===== src/rtl/target_track_keeper_core_defines.svh =====
// Assertion macros for the target track keeper core
`ifndef TARGET_TRACK_KEEPER_CORE_DEFINES_SVH
`define TARGET_TRACK_KEEPER_CORE_DEFINES_SVH
`ifndef SYNTH
`define TTK_ASSERT_IMP(label, clk, rst_n, ante, cons) \
	label: assert property (@(posedge clk) disable iff (!rst_n) (ante) |-> (cons)) \
	else $error("assertion failed");
`define TTK_ASSERT_NXT(label, clk, rst_n, ante, cons) \
	label: assert property (@(posedge clk) disable iff (!rst_n) (ante) |=> (cons)) \
	else $error("assertion failed");
`else
`define TTK_ASSERT_IMP(label, clk, rst_n, ante, cons)
`define TTK_ASSERT_NXT(label, clk, rst_n, ante, cons)
`endif
`endif


===== src/rtl/ttk_pkg.sv =====
// ----------------------------------------------------------------------------
// ttk_pkg
// Shared types, constants and the CORDIC angle table for the track keeper.
// ----------------------------------------------------------------------------
package ttk_pkg;
	localparam int HistDepth = 64;
	localparam int HistIdxW = $clog2(HistDepth);
	localparam int HistCntW = $clog2(HistDepth + 1);
	localparam int CordicSteps = 16;
	localparam int StepW = $clog2(CordicSteps);
	localparam int AccW = 40;
	localparam int LostHeadingLimit = 10;
	localparam logic signed [15:0] HalfTurnQ7 = 16'sd23040;
	localparam logic signed [AccW-1:0] HalfTurnQ16 = 40'sd11796480;

	typedef enum logic [1:0] {
		FUNC_SELECT = 2'd0,
		FUNC_DETECT = 2'd1,
		FUNC_MISS = 2'd2,
		FUNC_NONE = 2'd3
	} func_t;

	typedef enum logic [2:0] {
		REG_HIST_LEN = 3'd0,
		REG_DIR_WIN = 3'd1,
		REG_QUICK = 3'd2,
		REG_SLOW = 3'd3,
		REG_REST = 3'd4
	} reg_idx_t;

	typedef enum logic [2:0] {
		ST_IDLE,
		ST_SHIFT,
		ST_FETCH,
		ST_CORDIC,
		ST_ROUND,
		ST_OUT
	} state_t;

	// per-cell control, broadcast along the chain
	typedef struct packed {
		logic wr;
		logic [HistIdxW-1:0] wr_idx;
		logic shift;
		logic [HistCntW-1:0] shift_n;
		logic [15:0] wx;
		logic [15:0] wy;
	} cell_ctl_t;

	function automatic logic signed [AccW-1:0] atan_q16(input logic [StepW-1:0] i);
		logic signed [AccW-1:0] r;
		unique case (i)
			4'd0: r = 40'sd2949120;
			4'd1: r = 40'sd1740967;
			4'd2: r = 40'sd919879;
			4'd3: r = 40'sd466945;
			4'd4: r = 40'sd234379;
			4'd5: r = 40'sd117280;
			4'd6: r = 40'sd58666;
			4'd7: r = 40'sd29335;
			4'd8: r = 40'sd14668;
			4'd9: r = 40'sd7334;
			4'd10: r = 40'sd3667;
			4'd11: r = 40'sd1833;
			4'd12: r = 40'sd917;
			4'd13: r = 40'sd458;
			4'd14: r = 40'sd229;
			default: r = 40'sd115;
		endcase
		return r;
	endfunction
endpackage


===== src/rtl/ttk_cordic.sv =====
// ----------------------------------------------------------------------------
// ttk_cordic
// Iterative CORDIC vectoring, one micro-rotation per cycle, degrees Q9.7 out.
// ----------------------------------------------------------------------------
module ttk_cordic (
	input logic clk,
	input logic arst_n,
	input logic start,
	input logic signed [16:0] dx,
	input logic signed [16:0] dy,
	output logic done,
	output logic signed [15:0] angle
);
	import ttk_pkg::*;
	logic signed [AccW-1:0] x_q, y_q, z_q, xs, ys, zr, q;
	logic [StepW-1:0] i_q;
	logic busy_q, done_q;
	logic signed [15:0] ang_q;
	logic signed [AccW-1:0] dxe, dye;
	assign dxe = AccW'(dx) <<< 14;
	assign dye = AccW'(dy) <<< 14;
	assign xs = x_q >>> i_q;
	assign ys = y_q >>> i_q;
	always_comb begin
		zr = z_q[AccW-1] ? -z_q : z_q;
		q = (zr + AccW'(256)) >>> 9;
		if (q > AccW'(HalfTurnQ7)) q = AccW'(HalfTurnQ7);
		if (z_q[AccW-1]) q = -q;
	end
	always_ff @(posedge clk or negedge arst_n) begin
		if (!arst_n) begin
			busy_q <= 1'b0;
			done_q <= 1'b0;
			i_q <= '0;
		end else begin
			done_q <= 1'b0;
			if (start) begin
				busy_q <= 1'b1;
				i_q <= '0;
			end else if (busy_q) begin
				if (i_q == StepW'(CordicSteps - 1)) begin
					busy_q <= 1'b0;
					done_q <= 1'b1;
				end
				i_q <= i_q + 1'b1;
			end
		end
	end
	always_ff @(posedge clk) begin
		if (start) begin
			if (dx == 0 && dy == 0) begin
				x_q <= '0;
				y_q <= '0;
				z_q <= '0;
			end else if (dx < 0) begin
				x_q <= -dxe;
				y_q <= -dye;
				z_q <= (dy >= 0) ? HalfTurnQ16 : -HalfTurnQ16;
			end else begin
				x_q <= dxe;
				y_q <= dye;
				z_q <= '0;
			end
		end else if (busy_q) begin
			if (x_q == 0 && y_q == 0 && z_q == 0) begin
				z_q <= '0;
			end else if (!y_q[AccW-1]) begin
				x_q <= x_q + ys;
				y_q <= y_q - xs;
				z_q <= z_q + atan_q16(i_q);
			end else begin
				x_q <= x_q - ys;
				y_q <= y_q + xs;
				z_q <= z_q - atan_q16(i_q);
			end
		end
		if (busy_q && i_q == StepW'(CordicSteps - 1)) ang_q <= '0;
		if (done_q) ang_q <= q[15:0];
	end
	assign done = done_q;
	assign angle = ang_q;
endmodule


===== config.mk =====
export PLATFORM = sky130hd
export DESIGN_NAME = ttk_cordic
export DESIGN_NICKNAME = d
export VERILOG_FILES = /design/src/rtl/target_track_keeper_core_defines.svh /design/src/rtl/ttk_pkg.sv /design/src/rtl/ttk_cordic.sv
export SDC_FILE = /design/constraint.sdc
export NUM_CORES = 1
export LEC_CHECK = 0
export ABC_CLOCK_PERIOD_IN_PS = 8390
export BUFFER_PORTS_ARGS = -buffer_cell sky130_fd_sc_hd__buf_2
export CAP_MARGIN = 20
export CORE_MARGIN = 4
export CORE_UTILIZATION = 40
export DETAILED_ROUTE_END_ITERATION = 8
export PLACE_DENSITY = 0.62
export SYNTH_ARGS = -nofsm -noshare
export SYNTH_HDL_FRONTEND = slang
export SYNTH_SLANG_ARGS = --single-unit

===== constraint.sdc =====
create_clock -name clk -period 8.39 [get_ports clk]
set_clock_uncertainty 0.05 [all_clocks]
set_input_delay 0.4195 -clock clk [delete_from_list [all_inputs] [get_ports clk]]
set_output_delay 0.4195 -clock clk [all_outputs]
set_load 0.02 [all_outputs]

==> impl_metrics.csv <==
group,metric,value,unit
outcome,status,"finished, final reports clean",
worst_setup_path,r2r_cells,20,
global_route,grt_max_degree,105,
global_route,grt_pass1_vias,18200,
clock_network,cts_max_level,4,
worst_setup_path,max_stage_delay,880,ps
sta,worst_slew_pin_slew,1040,ps
worst_setup_path,startpoint_type,"register",
clock_network,cts_tree,"yes",
routing,wl,64.0,mm
die,core,0.0517,mm²
routing,vias,19200,
die,die_x,237,µm
logic_synthesis,synth_area_per_cell,8.78,µm²
die,start_util,40.7,%
worst_setup_path,path_cells,"mux4_1, mux4_2, nor4_2, nand4_4, nor2b_1, and4_1, and2_1, a21oi_1, xnor2_1, ha_1, and3_1, and3_1, a221o_1, a2111oi_0, a21o_1, o211ai_1, a31oi_1, a21oi_1, xnor2_1, o21ai_0",
sta,rsz0062_at_grt,"false",
worst_setup_path,worst-setup-path-type,"reg -> reg",
placement,port_buffers,53,
placement,gp_congestion,0.980,
die,rows,83,
die,dieHeight,237,µm
global_route,antenna_found_initial,1,
logic_synthesis,async_reset_ff_share,4.23,%
sta,relSlewSlack,30.7,%
worst_setup_path,cp_slowest_cell,"dfrtp_4",
sta,slew_violations,0,
clock_network,cts_root_buffer,"clkbuf_16",
cells_and_area,syn_to_final_growth,5.44,%
cells_and_area,drive_above_1_share,12.6,%
logic_synthesis,mappedNetlistArea,0.0210,mm²
routing,wl_per_cell,21.1,µm
logic_synthesis,synth_top_cell_by_area,"edfxtp_1",
min_path,hp-class,"in -> reg",
sta,max_freq,0.142,GHz
logic_synthesis,synthCells,2395,
min_path,holdPathStages,3,
sta,fin_setup_tns,0,ps
clock_network,cts_resized,0,
routing,routed_via_density,6.34,
worst_setup_path,cp_max_fo,46,
logic_synthesis,ys_warn_count,0,
clock_network,holdBufCountCts,1,
clock_network,path_clk_slew,70,ps
clock_network,cts_buffers,17,
sta,hold_violations,0,
routing,dr.pass1.iters,6,
sta,min_period_over_period,83.8,%
cells_and_area,finalNetCount,2510,
clock_network,cts_setup_buffers,0,
logic_synthesis,synth_top_area_share,19.4,%
routing,drtIter0Drc,1800,
global_route,grt.overflow.total,0,
global_route,grt_pass1_wl,101,mm
clock_network,clkSinkCount,142,
logic_synthesis,syn_nets,2566,
worst_setup_path,worst_setup_path_end_kind,"register",
sta,setup_viol,0,
clock_network,clk_latency,490,ps
sta,period_needed,7030,ps
global_route,grt_usage,22.2,%
worst_setup_path,crit_required,8540,ps
die,dieArea,0.0563,mm²
routing,antenna_left,0,
worst_setup_path,cp.arrival,7190,ps
flow_run,maxCapViolCount,0,
logic_synthesis,synth_area_leaders,"edfxtp_1 (19%), mux4_2 (9.2%), ha_1 (7.8%)",
die,io_pins,54,
logic_synthesis,seq_area_frac_synth,20.1,%
logic_synthesis,synth_ff_type,"edfxtp_1",
logic_synthesis,synth_seq_cells,142,
clock_network,clk_path_buf_depth,2,
routing,drc,0,
logic_synthesis,yosysUniqueCellTypes,105,
placement,place_hpwl,49.4,mm
logic_synthesis,synth_edf_count,136,
cell usage in the layout, fill, tap and decap left out, types with 52 or more instances in the layout:
master / synthesis / routed
nor2_1: 224 / 224
nand2_1: 172 / 172
a21oi_1: 151 / 151
edfxtp_1: 136 / 136
xnor2_1: 134 / 134
o21ai_0: 132 / 132
ha_1: 131 / 131
xor2_1: 127 / 127
mux4_2: 86 / 86
a21o_1: 69 / 69
inv_1: 66 / 66
mux2i_1: 55 / 55
buf_2: 18 / 52
cell families (layout without fill, tap and decap cells):
| family | Yosys count | in the layout | share of synthesized area [%] |
|---|---|---|---|
| other | 0 | 1 | 0 |
| AO/OA/AOI/OAI | 685 | 685 | 21.7 |
| flip-flops | 142 | 142 | 20.1 |
| multiplexers | 190 | 190 | 15.2 |
| AND/OR/NAND/NOR | 761 | 761 | 18.9 |
| adder cells (fa/ha/maj) | 134 | 134 | 8.08 |
| buffers and inverters | 221 | 176 | 5.00 |
| XOR/XNOR | 262 | 262 | 10.9 |
per-stage QoR:
step / util [%] / cell area [µm²] / setup WS, ps / cells / hold slack, ps
floorplan: - / 21000 / 1920 / 2395 / 73.9
global placement: 41.7 / 21600 / 1680 / 2999 / 217
detailed placement: 41.7 / 21600 / 1500 / 2999 / 219
CTS: 42.9 / 22200 / 1480 / 3030 / 249
global route: 42.9 / 22200 / 952 / 3031 / 278
finish: 42.9 / 22200 / 1360 / 3031 / 300
state kept, by name, summed over array words and instances, names as in the netlist:
| name | count |
|---|---|
| done | 1 |
| x_q | 40 |
| angle | 16 |
| busy_q | 1 |
| i_q | 4 |
| z_q | 40 |
| y_q | 40 |
per-layer routing:
metal | GRT usage [%] | up-vias | share of wire, %
met5 | 0 | - | 0
met4 | 9.02 | 0 | 3.8
met3 | 4.33 | 133 | 7.0
met2 | 35.5 | 803 | 46
met1 | 29.5 | 9232 | 43
li1 | - | 9052 | -
cell type report:
type                       instances  area, µm²
antenna                            1       2.50
clock buffer                      17        425
clock inverter                    13        165
fill                            5129      29500
inverter                          69        259
multi-input combinational       2032      15800
sequential                       142       4250
tap                              680        851
timing repair buffer              77        463
critical path, delay by kind of cell (launching register included):
family,cells,cell delay [ps]
and+or+nand+nor,7,2080
AOI/OAI and AO/OA,8,1790
muxes,2,1240
DFF,1,880
adders and majority gates,1,360
xor gates and xnor gates,2,310
Yosys cell counts (35+ instances only):
library cell	instances
nor2_1	224
nand2_1	172
a21oi_1	151
edfxtp_1	136
xnor2_1	134
o21ai_0	132
ha_1	131
xor2_1	127
clkbuf_1	92
mux4_2	86
a21o_1	69
inv_1	66
mux2i_1	55
nor3_1	47
a31oi_1	39
nand4_1	39
o22ai_1	38
nand3_1	37
mux2_2	36
nor4_1	35
path summary, 6_finish.rpt:
check / from / to / slack, ps
max: i_q[0] / y_q[38] / 1360
min: dx[15] / x_q[29] / 300
max reg2reg: i_q[0] / y_q[38] / 1360
min reg2reg: busy_q / busy_q / 680
max in group asynchronous: arst_n / i_q[1] / 7770
min in group asynchronous: arst_n / i_q[2] / 320
Power is not shown: default switching activity piles up to over one toggle a cycle in this logic, so the estimate is an artifact.
