[config.mk]
export PLATFORM = sky130hd
export DESIGN_NAME = ttk_chain
export DESIGN_NICKNAME = d
export VERILOG_FILES = /design/src/rtl/target_track_keeper_core_defines.svh /design/src/rtl/ttk_pkg.sv /design/src/rtl/ttk_cell.sv /design/src/rtl/ttk_chain.sv
export SDC_FILE = /design/constraint.sdc
export NUM_CORES = 2
export LEC_CHECK = 0
export BUFFER_PORTS_ARGS = -buffer_cell sky130_fd_sc_hd__buf_2
export CAP_MARGIN = 10
export CELL_PAD_IN_SITES_DETAIL_PLACEMENT = 0
export CELL_PAD_IN_SITES_GLOBAL_PLACEMENT = 1
export CORE_MARGIN = 8
export CORE_UTILIZATION = 29
export CTS_BUF_LIST = sky130_fd_sc_hd__clkbuf_4
export CTS_CLUSTER_SIZE = 12
export DETAILED_ROUTE_END_ITERATION = 10
export GPL_ROUTABILITY_DRIVEN = 0
export GPL_TIMING_DRIVEN = 0
export PLACE_DENSITY_LB_ADDON = 0.1
export SLEW_MARGIN = 20
export SYNTH_ARGS = -nofsm -noshare
export SYNTH_HDL_FRONTEND = slang
export SYNTH_HIERARCHICAL = 1
export SYNTH_SLANG_ARGS = --single-unit
[constraint.sdc]
create_clock -name clk -period 8.08 [get_ports clk]
set_input_delay 0.404 -clock clk [delete_from_list [all_inputs] [get_ports clk]]
set_output_delay 0.404 -clock clk [all_outputs]
set_load 0.05 [all_outputs]
[src/rtl/target_track_keeper_core_defines.svh]
// Assertion macros for the target track keeper core
`ifndef TARGET_TRACK_KEEPER_CORE_DEFINES_SVH
`define TARGET_TRACK_KEEPER_CORE_DEFINES_SVH
`ifndef SYNTH
`define TTK_ASSERT_IMP(label, clk, rst_n, ante, cons) \
	label: assert property (@(posedge clk) disable iff (!rst_n) (ante) |-> (cons)) \
	else $error("assertion failed");
`define TTK_ASSERT_NXT(label, clk, rst_n, ante, cons) \
	label: assert property (@(posedge clk) disable iff (!rst_n) (ante) |=> (cons)) \
	else $error("assertion failed");
`else
`define TTK_ASSERT_IMP(label, clk, rst_n, ante, cons)
`define TTK_ASSERT_NXT(label, clk, rst_n, ante, cons)
`endif
`endif

[src/rtl/ttk_pkg.sv]
// ----------------------------------------------------------------------------
// ttk_pkg
// Shared types, constants and the CORDIC angle table for the track keeper.
// ----------------------------------------------------------------------------
package ttk_pkg;
	localparam int HistDepth = 64;
	localparam int HistIdxW = $clog2(HistDepth);
	localparam int HistCntW = $clog2(HistDepth + 1);
	localparam int CordicSteps = 16;
	localparam int StepW = $clog2(CordicSteps);
	localparam int AccW = 40;
	localparam int LostHeadingLimit = 10;
	localparam logic signed [15:0] HalfTurnQ7 = 16'sd23040;
	localparam logic signed [AccW-1:0] HalfTurnQ16 = 40'sd11796480;

	typedef enum logic [1:0] {
		FUNC_SELECT = 2'd0,
		FUNC_DETECT = 2'd1,
		FUNC_MISS = 2'd2,
		FUNC_NONE = 2'd3
	} func_t;

	typedef enum logic [2:0] {
		REG_HIST_LEN = 3'd0,
		REG_DIR_WIN = 3'd1,
		REG_QUICK = 3'd2,
		REG_SLOW = 3'd3,
		REG_REST = 3'd4
	} reg_idx_t;

	typedef enum logic [2:0] {
		ST_IDLE,
		ST_SHIFT,
		ST_FETCH,
		ST_CORDIC,
		ST_ROUND,
		ST_OUT
	} state_t;

	// per-cell control, broadcast along the chain
	typedef struct packed {
		logic wr;
		logic [HistIdxW-1:0] wr_idx;
		logic shift;
		logic [HistCntW-1:0] shift_n;
		logic [15:0] wx;
		logic [15:0] wy;
	} cell_ctl_t;

	function automatic logic signed [AccW-1:0] atan_q16(input logic [StepW-1:0] i);
		logic signed [AccW-1:0] r;
		unique case (i)
			4'd0: r = 40'sd2949120;
			4'd1: r = 40'sd1740967;
			4'd2: r = 40'sd919879;
			4'd3: r = 40'sd466945;
			4'd4: r = 40'sd234379;
			4'd5: r = 40'sd117280;
			4'd6: r = 40'sd58666;
			4'd7: r = 40'sd29335;
			4'd8: r = 40'sd14668;
			4'd9: r = 40'sd7334;
			4'd10: r = 40'sd3667;
			4'd11: r = 40'sd1833;
			4'd12: r = 40'sd917;
			4'd13: r = 40'sd458;
			4'd14: r = 40'sd229;
			default: r = 40'sd115;
		endcase
		return r;
	endfunction
endpackage

[src/rtl/ttk_cell.sv]
// ----------------------------------------------------------------------------
// ttk_cell
// One history slot: loads a new position or takes its upper neighbour's.
// ----------------------------------------------------------------------------
module ttk_cell (
	input logic clk,
	input ttk_pkg::cell_ctl_t ctl,
	input logic [ttk_pkg::HistIdxW-1:0] my_idx,
	input logic [15:0] nb_x,
	input logic [15:0] nb_y,
	output logic [15:0] px,
	output logic [15:0] py
);
	import ttk_pkg::*;
	logic [15:0] x_q, y_q;
	logic [HistCntW-1:0] idx_w;
	assign idx_w = {1'b0, my_idx};
	always_ff @(posedge clk) begin
		if (ctl.wr && ctl.wr_idx == my_idx) begin
			x_q <= ctl.wx;
			y_q <= ctl.wy;
		end else if (ctl.shift && idx_w < ctl.shift_n) begin
			x_q <= nb_x;
			y_q <= nb_y;
		end
	end
	assign px = x_q;
	assign py = y_q;
endmodule

[src/rtl/ttk_chain.sv]
// ----------------------------------------------------------------------------
// ttk_chain
// Row of history cells with a single registered read port.
// ----------------------------------------------------------------------------
module ttk_chain (
	input logic clk,
	input ttk_pkg::cell_ctl_t ctl,
	input logic [ttk_pkg::HistIdxW-1:0] rd_idx,
	output logic [15:0] rd_x,
	output logic [15:0] rd_y
);
	import ttk_pkg::*;
	logic [15:0] cx [HistDepth];
	logic [15:0] cy [HistDepth];
	logic [15:0] rx_q, ry_q;
	for (genvar g = 0; g < HistDepth; g++) begin : g_cell
		localparam int Nb = (g + 1 < HistDepth) ? g + 1 : g;
		ttk_cell u_cell (
			.clk(clk), .ctl(ctl), .my_idx(HistIdxW'(g)),
			.nb_x(cx[Nb]), .nb_y(cy[Nb]), .px(cx[g]), .py(cy[g])
		);
	end
	always_ff @(posedge clk) begin
		rx_q <= cx[rd_idx];
		ry_q <= cy[rd_idx];
	end
	assign rd_x = rx_q;
	assign rd_y = ry_q;
endmodule

==> results.sh <==
export IMPL_pre_cts_ws_ns=2.78
export IMPL_critPathCapture="rd_x[5]"
export IMPL_vias=78500
export IMPL_cp_num_buf_inv=5
export IMPL_chipWidth_um=653
export IMPL_grt_max_degree=79
export IMPL_hpwl_um=402000
export IMPL_stdcell_count=15100
export IMPL_chipHeight_um=653
export IMPL_yosysTopAreaCellShare=0.523
export IMPL_setup_viol=0
export IMPL_endpoint_kind="flip-flop"
export IMPL_clockBufferDepth=4
export IMPL_maxSlewViolCount=0
export IMPL_hold_violations=0
export IMPL_syn_avg_cell_area_um2=15.8
export IMPL_rsz0062_at_grt="false"
export IMPL_power_leakage_nw=50.9
export IMPL_synth_edf_count=2048
export IMPL_synth_top_area_cell="edfxtp_1"
export IMPL_core_area_mm2=0.405
export IMPL_period_share=0.471
export IMPL_hold_buffers=106
export IMPL_cp_top_family="buffers and inverters"
export IMPL_crit_cells=9
export IMPL_worst_slew_pin_slew_ns=1.25
export IMPL_rr_startpoint="g_cell[31].u_cell/px[5]"
export IMPL_cts_root_buf="clkbuf_4"
export IMPL_drive_gt1_frac=0.428
export IMPL_synthTopCellsByArea="edfxtp_1 (52%), mux2_2 (18%), mux4_2 (8.8%)"
export IMPL_drtIter0Drc=8119
export IMPL_yosysSeqAreaShare=0.528
export IMPL_relSlewSlack=0.160
export IMPL_ys_ff_latch=2080
export IMPL_place_inst=14000
export IMPL_antenna_found_initial=73
export IMPL_synth_cell_types=48
export IMPL_syn_cell_area_mm2=0.118
export IMPL_syn_inst=7466
export IMPL_grt_pass1_wl_um=720000
export IMPL_totalWireLength_um=543000
export IMPL_yosys_warnings=6
export IMPL_ant_nets=0
export IMPL_synthArstFlopShare=0
export IMPL_reg2reg_depth=5
export IMPL_fin_ws_ns=4.27
export IMPL_ios=86
export IMPL_path_max_fanout=10
export IMPL_setup_tns_ns=0
export IMPL_drv_cap=0
export IMPL_skew_ns=0.105
export IMPL_num_rows=234
export IMPL_status="finished, final reports clean"
export IMPL_vias_per_cell=5.18
export IMPL_yosys_most_used_dff="edfxtp_1"
export IMPL_path_common_cell="buf_2"
export IMPL_max_freq_mhz=262
export IMPL_grt_ovfl_total=0
export IMPL_clkTransAtPathRegs_ns=0.06
export IMPL_power_w=0.0291
export IMPL_min_path_type="in -> reg"
export IMPL_cp_data_arrival_time_ns=5.14
export IMPL_ctsResizeCount=0
export IMPL_critPathRequiredTime_ns=9.41
export IMPL_fillCellCount=39200
export IMPL_cp_cell_sequence="buf_2, buf_2, buf_2, buf_2, buf_2, nand3_1, nand3_1, o21ai_1, a21oi_1"
export IMPL_grtUsageTotal=0.247
export IMPL_path_class="in -> reg"
export IMPL_worstSetupStartpoint="rd_idx[2]"
export IMPL_finish_utilization=0.352
export IMPL_cts_setup_buffers=0
export IMPL_worstReg2RegEnd="rd_x[5]"
export IMPL_cts_tree="built"
export IMPL_power_density_mw_per_mm2=204
export IMPL_initial_utilization=0.291
export IMPL_crit_path_top_delay_cell="a21oi_1"
export IMPL_cpPeakStageDelay_ns=0.89
export IMPL_numCtsBuffers=623
export IMPL_worstSkewPairLatency_ns=1.59
export IMPL_period_minus_slack_ns=3.81
export IMPL_route_detailed_drc=0
export IMPL_io_buffers=83
export IMPL_dieArea_mm2=0.426
export IMPL_cts_sinks=2080
export IMPL_wl_per_cell_um=35.8
export IMPL_ir_worst_vdd_uv=133
export IMPL_startpoint_type="input port"
export IMPL_area_growth_pct=21.3
export IMPL_htreeDepth=6
export IMPL_grt_pass1_vias=78400
export IMPL_final_nets=9646
export IMPL_rrSetupSlack_ns=4.59
export IMPL_dr_pass1_iters=6
==> cell families (layout without fill, tap and decap cells) <==
group,after synthesis,in the layout,synth area share
muxes,2614,2614,0.293
DFF,2080,2080,0.528
buffers and inverters,774,2193,0.0400
and+or+nand+nor,752,752,0.0421
AOI/OAI and AO/OA,540,540,0.0336
xor gates and xnor gates,384,384,0.0286
adders and majority gates,320,320,0.0340
other,2,833,0.0000638
==> metal layers <==
layer	track usage	up-vias	routed length [um]
li1	-	33000	-
met1	0.338	41500	236000
met2	0.394	3277	248000
met3	0.0496	672	39700
met4	0.0797	14	18900
met5	0	-	79
==> Yosys cell counts (3+ instances only) <==
cell type,instances
o22ai_1,51
dfxtp_1,32
nand2_1,146
a22oi_1,74
mux2_2,1920
nor3_1,12
nor2b_1,21
mux2i_1,104
inv_1,387
nand2b_1,139
mux4_2,462
or2_2,3
a31oi_1,12
a311o_1,9
buf_6,219
mux2_1,128
o221ai_1,119
and2_1,3
clkbuf_1,97
a21oi_1,96
ha_1,320
buf_2,34
xor2_1,192
nor2_1,91
o211a_1,10
o22a_1,9
xnor2_1,192
nand3_1,80
nand4_1,115
o21ai_0,10
nor4_1,64
buf_4,19
a211oi_1,76
nor4_4,64
o21bai_1,64
buf_1,15
and3_1,13
edfxtp_1,2048
==> worst reg2reg max path: stages, from the launching register on <==
cell      delay (ns)
edfxtp_1        0.65
mux4_2          0.58
nand3_1         0.10
nand3_1         0.39
o21ai_1         0.99
a21oi_1         0.45
==> registers in the layout, summed over array words and instances (netlist names) <==
signal and count:
g_cell.u_cell/px 1024, g_cell.u_cell/py 1024, rd_y 16, rd_x 16
==> report_power, final <==
group	internal, W	switching [W]	leakage (nW)
registers	0.0131	0.000566	20.0
clock network	0.00530	0.00503	4.43
logic	0.00201	0.00307	26.5
total	0.0204	0.00867	50.9
==> through the flow <==
step | instance area, um^2 | hold WS [ns]
after CTS | 142000 | 0.00168
after floorplan | 121000 | 0.523
after global placement | 128000 | 0.528
after detailed placement | 134000 | 0.538
after global routing | 143000 | 0.0826
final | 143000 | 0.198
==> cells in the final DEF (no fill, tap or decap), types with 80 or more instances in the layout <==
cell / Yosys / final
a21oi_1: 96 / 96
buf_12: 1 / 81
buf_16: 0 / 110
buf_2: 34 / 80
buf_6: 219 / 239
clkbuf_4: 0 / 871
conb_1: 2 / 768
dlygate4sd3_1: 0 / 101
edfxtp_1: 2048 / 2048
ha_1: 320 / 320
inv_1: 387 / 387
mux2_1: 128 / 128
mux2_2: 1920 / 1920
mux2i_1: 104 / 104
mux4_2: 462 / 462
nand2_1: 146 / 146
nand2b_1: 139 / 139
nand3_1: 80 / 80
nand4_1: 115 / 115
nor2_1: 91 / 88
o221ai_1: 119 / 114
xnor2_1: 192 / 192
xor2_1: 192 / 192
==> worst min-delay path by stage <==
| stage | start | slack (ns) | end | cells after the start |
|---|---|---|---|---|
| 3_5_place_dp | g_cell[10].u_cell/px[9] | 0.54 | g_cell[9].u_cell/px[9] | 1 |
| 5_1_grt | rd_idx[5] | 0.08 | rd_x[2] | 5 |
| 2_1_floorplan | g_cell[14].u_cell/px[13] | 0.52 | g_cell[13].u_cell/px[13] | 1 |
| 4_1_cts | ctl[20] | 0.002 | g_cell[24].u_cell/px[4] | 3 |
| 6_report | rd_idx[5] | 0.20 | rd_x[2] | 5 |
| 3_3_place_gp | g_cell[10].u_cell/px[9] | 0.53 | g_cell[9].u_cell/px[9] | 1 |
==> layout make-up <==
| type | count | area [um^2] | share of cell area |
|---|---|---|---|
| Multi-Input combinational cell | 5378 | 54500 | 0.382 |
| Antenna cell | 65 | 163 | 0.00114 |
| Tap cell | 5428 | 6790 | 0.0476 |
| Timing Repair Buffer | 415 | 6750 | 0.0473 |
| Clock buffer | 868 | 6520 | 0.0457 |
| Inverter | 387 | 1450 | 0.0102 |
| Clock inverter | 136 | 1010 | 0.00711 |
| Buffer | 387 | 3340 | 0.0234 |
| Sequential cell | 2080 | 62100 | 0.436 |
Power figures use the tool's default switching activity.
